===== config.mk =====
export PLATFORM = sky130hd
export DESIGN_NAME = lcs_length_engine
export DESIGN_NICKNAME = d
export VERILOG_FILES = /design/src/design/lcs_pkg.sv /design/src/design/lcs_cell.sv /design/src/design/lcs_length_engine.sv
export SDC_FILE = /design/constraint.sdc
export NUM_CORES = 2
export LEC_CHECK = 0
export BUFFER_PORTS_ARGS = -buffer_cell sky130_fd_sc_hd__buf_2
export CAP_MARGIN = 30
export CORE_ASPECT_RATIO = 2
export CORE_UTILIZATION = 28
export CTS_BUF_LIST = sky130_fd_sc_hd__clkbuf_8
export CTS_CLUSTER_DIAMETER = 40
export DETAILED_ROUTE_END_ITERATION = 8
export GPL_ROUTABILITY_DRIVEN = 0
export GPL_TIMING_DRIVEN = 1
export HOLD_SLACK_MARGIN = 0.03
export MAX_ROUTING_LAYER = met4
export PLACE_DENSITY_LB_ADDON = 0.08
export SKIP_CTS_REPAIR_TIMING = 1
export SLEW_MARGIN = 20
export SYNTH_ARGS = -nofsm -noshare
export SYNTH_HDL_FRONTEND = slang
export SYNTH_HIERARCHICAL = 1
export SYNTH_SLANG_ARGS = --single-unit
export TNS_END_PERCENT = 100

===== constraint.sdc =====
create_clock -name clk -period 20.6 [get_ports clk]
set_input_delay 3.09 -clock clk [delete_from_list [all_inputs] [get_ports clk]]
set_output_delay 3.09 -clock clk [all_outputs]
set_load 0.02 [all_outputs]

===== src/design/lcs_pkg.sv =====
`timescale 1ns / 1ps
// ----------------------------------------------------------------------------
// lcs_pkg: shared types for the LCS length engine
// Request codes, the token that moves along the cell chain, and the control
// group that the top level sends to every cell.
// ----------------------------------------------------------------------------
package lcs_pkg;

  localparam int SYM_W = 8;
  localparam int OUT_W = 7;

  typedef enum logic [1:0] {
    REQ_APPEND = 2'd0,
    REQ_STREAM = 2'd1,
    REQ_FINISH = 2'd2,
    REQ_NONE   = 2'd3
  } req_t;

  typedef struct packed {
    logic             valid;
    logic [SYM_W-1:0] sym;
  } tok_t;

  typedef struct packed {
    logic             append;
    logic             clear;
    logic [SYM_W-1:0] sym;
  } cell_ctrl_t;

endpackage


===== src/design/lcs_cell.sv =====
`timescale 1ns / 1ps
// ----------------------------------------------------------------------------
// lcs_cell: one position of the first string
// Holds one stored symbol and its table entry. A streamed symbol passes
// through as a token carrying the diagonal and left values; an occupied
// cell updates its entry and hands the token on the next cycle.
// ----------------------------------------------------------------------------
module lcs_cell #(
  parameter int VW = 7
) (
  input  logic                    clk,
  input  logic                    rst,
  input  lcs_pkg::cell_ctrl_t     ctrl,
  input  logic                    prev_used,
  output logic                    used,
  input  lcs_pkg::tok_t           tok_in,
  input  logic [VW-1:0]           diag_in,
  input  logic [VW-1:0]           left_in,
  output lcs_pkg::tok_t           tok_out,
  output logic [VW-1:0]           diag_out,
  output logic [VW-1:0]           left_out
);
  import lcs_pkg::*;

  logic [SYM_W-1:0] sym;
  logic [VW-1:0]    row;
  logic [VW-1:0]    cell_val;

  always_comb begin
    if (sym == tok_in.sym) begin
      cell_val = diag_in + VW'(1);
    end else if (row > left_in) begin
      cell_val = row;
    end else begin
      cell_val = left_in;
    end
  end

  always_ff @(posedge clk) begin
    tok_out.sym <= tok_in.sym;
    if (rst) begin
      used          <= 1'b0;
      tok_out.valid <= 1'b0;
    end else begin
      tok_out.valid <= tok_in.valid;
      if (ctrl.clear) begin
        used <= 1'b0;
      end else if (ctrl.append && prev_used && !used) begin
        used <= 1'b1;
      end
    end
  end

  always_ff @(posedge clk) begin
    if (ctrl.append && prev_used && !used) begin
      sym <= ctrl.sym;
      row <= '0;
    end
    if (tok_in.valid && used) begin
      row      <= cell_val;
      diag_out <= row;
      left_out <= cell_val;
    end else begin
      diag_out <= diag_in;
      left_out <= left_in;
    end
  end

endmodule


===== src/design/lcs_length_engine.sv =====
`timescale 1ns / 1ps
// ----------------------------------------------------------------------------
// lcs_length_engine: longest common subsequence length of two byte strings
// Loads the first string into a row of cells and streams the second string
// through them as a wavefront.
// ----------------------------------------------------------------------------
// A second-string symbol is taken every cycle; each one walks the chain of
// MAX_LEN cells one cell per cycle. An append or a finish beat waits until
// every streamed symbol has left the chain, and a finish also waits for the
// output register to be free. The final length of a pair is available in
// the cycle after the finish beat; the block is then clear for the next
// pair.
module lcs_length_engine #(
  parameter int MAX_LEN = 64
) (
  input  logic                              clk,
  input  logic                              rst,
  input  logic                              in_valid,
  output logic                              in_stall,
  input  logic [1:0]                        req_type,
  input  logic [lcs_pkg::SYM_W-1:0]         symbol,
  output logic                              out_valid,
  input  logic                              out_stall,
  output logic [lcs_pkg::OUT_W-1:0]         lcs_length,
  output logic                              first_too_long
);
  import lcs_pkg::*;

  localparam int VW = $clog2(MAX_LEN + 1);
  localparam int CW = $clog2(MAX_LEN + 1);

  tok_t          tok  [MAX_LEN+1];
  logic [VW-1:0] diag [MAX_LEN+1];
  logic [VW-1:0] left [MAX_LEN+1];
  logic          used [MAX_LEN];

  cell_ctrl_t    ctrl;
  logic [CW-1:0] inflight;
  logic [VW-1:0] last_len;
  logic          overflow_seen;
  logic          accept;
  logic          full;
  req_t          req;

  assign req    = req_t'(req_type);
  assign full   = used[MAX_LEN-1];
  assign accept = in_valid && !in_stall;

  always_comb begin
    in_stall = 1'b0;
    unique case (req)
      REQ_APPEND: in_stall = (inflight != '0);
      REQ_FINISH: in_stall = (inflight != '0) || (out_valid && out_stall);
      REQ_STREAM: in_stall = 1'b0;
      REQ_NONE:   in_stall = 1'b0;
    endcase
  end

  always_comb begin
    ctrl.append = accept && (req == REQ_APPEND);
    ctrl.clear  = accept && (req == REQ_FINISH);
    ctrl.sym    = symbol;
  end

  assign tok[0].valid = accept && (req == REQ_STREAM);
  assign tok[0].sym   = symbol;
  assign diag[0]      = '0;
  assign left[0]      = '0;

  for (genvar i = 0; i < MAX_LEN; i++) begin : g_cell
    logic prev_used;
    if (i == 0) begin : g_head
      assign prev_used = 1'b1;
    end else begin : g_body
      assign prev_used = used[i-1];
    end
    lcs_cell #(.VW(VW)) u_cell (
      .clk      (clk),
      .rst      (rst),
      .ctrl     (ctrl),
      .prev_used(prev_used),
      .used     (used[i]),
      .tok_in   (tok[i]),
      .diag_in  (diag[i]),
      .left_in  (left[i]),
      .tok_out  (tok[i+1]),
      .diag_out (diag[i+1]),
      .left_out (left[i+1])
    );
  end

  always_ff @(posedge clk) begin
    if (rst) begin
      inflight      <= '0;
      overflow_seen <= 1'b0;
      last_len      <= '0;
      out_valid     <= 1'b0;
    end else begin
      priority case ({tok[0].valid, tok[MAX_LEN].valid})
        2'b10:   inflight <= inflight + CW'(1);
        2'b01:   inflight <= inflight - CW'(1);
        default: inflight <= inflight;
      endcase
      if (tok[MAX_LEN].valid) begin
        last_len <= left[MAX_LEN];
      end
      if (ctrl.clear) begin
        out_valid <= 1'b1;
      end else if (out_valid && !out_stall) begin
        out_valid <= 1'b0;
      end
      if (ctrl.append) begin
        if (full) begin
          overflow_seen <= 1'b1;
        end else begin
          last_len <= '0;
        end
      end
      if (ctrl.clear) begin
        overflow_seen <= 1'b0;
        last_len      <= '0;
      end
    end
  end

  always_ff @(posedge clk) begin
    if (ctrl.clear) begin
      lcs_length     <= OUT_W'(last_len);
      first_too_long <= overflow_seen;
    end
  end

endmodule


==> results.txt <==
----------------------------------------------------
[Run status]
  Result of the run ... complete, no violations

[STA]
  Final worst path period need ... 6.775 ns
  Setup repair after global routing missed its margin ... false
  Sum Neg Setup Slack ... 0 ns
  Maximum clock frequency ... 0.1476 GHz
  Relative slew margins ... 37.85%
  Measured slew at the worst slew-check pin ... 0.9261 ns
  Number of hold violations in the final report ... 0
  Hold Worst Slack ... 0.2970 ns
  Pins Over Slew Limit ... 0
  Number of failing setup endpoints in the final timing report ... 0
  Final worst-path cycle share ... 32.89%
  Worst clock skew ... 0.1072 ns

[Drt]
  Drt via density ... 4.849
  First DRT Iteration DRCs ... 3987
  Routed wire per std cell ... 20.46 um
  Remaining antenna violation count after routing ... 0
  Routed via count ... roughly 82000
  Total Routed Length ... 345600 um
  Number of iterations in the first detailed-routing pass ... 6
  DRC ... 0

[Global routing]
  Global Route Usage Sum ... about 17%
  Antenna violations before repair ... 17
  Vias in the first global route ... just under 90000
  Maximum number of pins on one net before global-route repair ... 64
  Global-route wire length before repair ... 521600 um
  Remaining global-route overflow ... 0

[Worst setup path]
  Type of the worst setup path ... in2out
  Kind of start point of the critical path ... input port
  Maximum fanout along the worst path ... 4
  Worst setup slack for register-to-register paths ... 16.27 ns
  Worst Setup EP ... in_stall
  Slowest cell on the critical path ... buf_2
  Cell-by-cell listing of the critical path ... buf_2 > nand3_1 > a31oi_1 > buf_2
  Launch point of the worst path ... req_type[1]
  Largest stage delay on the critical path ... around 0.18 ns
  Crit Reg-Reg Startpoint ... inflight[0]
  Arrival time at the worst endpoint ... 3.68 ns
  Critical Path RT ... 17.51 ns
  Critical path capture point type ... output pin
  R2R Path End ... g_cell[25].u_cell/row[4]
  Worst reg-to-reg path cell count ... 9
  Cell repeated most along the worst path ... buf_2

[Clocking]
  TritonCTS buffer count ... around 420
  Clock Path Buffers ... 4
  Num Clock Sinks ... 2505
  CTS root buffer ... clkbuf_8
  Clk Latency, worst-skew pair ... 1.11 ns
  Clock tree from TritonCTS ... built
  CTS H-Tree Depth ... 5
  Register clock-pin slew on the reported worst setup and hold paths ... 0.06 ns

[Run]
  Max-Cap Viols ... 0

[Place]
  I/O Buffers ... 23
  Dpl hpwl ... 255600 um

[Power]
  Cell leakage power ... 0.05009 uW
  Cell Pwr Density ... 83.48 nW/um2
  Worst vdd rail ir drop ... 0.07505 mV
  Power after layout ... 10790 uW

[Die]
  Starting density of the core ... between 20% and 30%
  CORE AREA ... approximately 400000 um2
  Vertical die dimension ... roughly 900 um
  Die ar. ... 410200 um2
  I/O pin count ... 24
  Row Count ... 331
  Width of the die ... 453.4 um

[Final layout]
  Fillers ... ~42000
  Total number of nets in the final design ... 11720
  Share of layout cells above drive strength 1 ... 8.882%
  Area added between synthesis and finish ... 13.23%

[Synthesis]
  Instance count of the mapped netlist ... 11030
  Mean instance size in the synthesized netlist ... 10.35 um2
  Count of warnings emitted by yosys ... 6
  Area of the mapped netlist ... 114100 um2

[Hold path]
  Type of the tightest min-delay check ... reg2reg
  Hold Path Cell Cnt ... 0

----------------------------------------------------
==> worst min path at each step <==
stage	startpoint	to	slack [ns]
global route	g_cell[26].u_cell/tok_out[5]	g_cell[27].u_cell/tok_out[5]	0.30
floorplan	g_cell[9].u_cell/tok_out[0]	g_cell[10].u_cell/tok_out[0]	0.35
CTS	g_cell[45].u_cell/tok_out[3]	g_cell[46].u_cell/tok_out[3]	0.30
finish	g_cell[10].u_cell/tok_out[1]	g_cell[11].u_cell/tok_out[1]	0.30
detailed placement	g_cell[9].u_cell/tok_out[2]	g_cell[10].u_cell/tok_out[2]	0.35
global placement	g_cell[41].u_cell/tok_out[7]	g_cell[42].u_cell/tok_out[7]	0.35
==> critical path: cells and delay by family <==
kind            cells  cell delay, ns
buf+inv             2            0.33
compound gates      1            0.14
simple gates        1            0.12
==> flip-flops by register name, indices dropped and copies added (netlist names), 7 cells and up <==
name                    flops
g_cell.u_cell/diag_out    441
g_cell.u_cell/left_out    448
g_cell.u_cell/row         448
g_cell.u_cell/sym         512
g_cell.u_cell/tok_out     568
g_cell.u_cell/used         64
inflight                    7
last_len                    7
lcs_length                  7
==> where the power goes <==
group	internal [uW]	total, uW	switching [uW]
clock network	2790	4990	2200
logic	157	441	284
registers	5240	5350	116
==> area by class of cell <==
| cell class | count | area [um2] | share of cell area (%) |
|---|---|---|---|
| Multi-Input combinational cell | 7657 | 50680 | 39.23 |
| Timing Repair Buffer | 92 | 594.3 | 0.4600 |
| Antenna cell | 15 | 37.54 | 0.02905 |
| Sequential cell | 2505 | 59840 | 46.31 |
| Tap cell | 5328 | 6666 | 5.160 |
| Clock inverter | 297 | 2813 | 2.177 |
| Clock buffer | 481 | 6620 | 5.124 |
| Inverter | 519 | 1948 | 1.508 |
==> layout by cell type (no fill, tap or decap), types with 30 or more instances in the layout <==
cell type	count
a211oi_1	128
nand3b_1	65
buf_4	50
a21o_1	194
nand2_1	1586
nor4_1	64
o22ai_1	64
o21ai_1	30
xor2_1	777
nor2b_1	68
nor4_2	129
and2_1	186
nand3_1	453
o21ai_0	410
bufinv_16	50
nor3b_1	122
mux2i_1	263
buf_2	34
edfxtp_1	968
o31ai_1	65
nand4_1	257
a21boi_1	128
a21oi_4	64
or3_1	256
clkbuf_8	482
a221oi_1	64
a21oi_1	581
nor3_1	316
inv_1	623
o211ai_1	257
ha_1	518
nor2_1	344
a2111oi_1	57
clkinv_2	62
o21a_1	67
a2111oi_2	71
conb_1	44
dfxtp_1	1537
==> per-stage QoR <==
stage | instances | setup WS (ns) | cell area [um2] | util, %
floorplan | 11070 | 11.97 | 114300 | -
global placement | 16070 | 13.36 | 119600 | 29.46
detailed placement | 16090 | 13.53 | 119700 | 29.49
CTS | 16870 | 13.80 | 129100 | 31.81
global route | 16890 | 13.76 | 129200 | 31.83
finish | 16890 | 13.83 | 129200 | 31.83
==> metal layers <==
metal / share of wire [%] / wire (um) / up-vias / track usage, %
li1: - / - / 40150 / -
met1: 33 / 115600 / 39320 / 14.90
met2: 59 / 204800 / 1643 / 34.87
met3: 2.9 / 10160 / 793 / 1.985
met4: 4.3 / 15020 / 0 / 7.128
met5: 0 / 0 / - / -
Power figures use the tool's default switching activity.
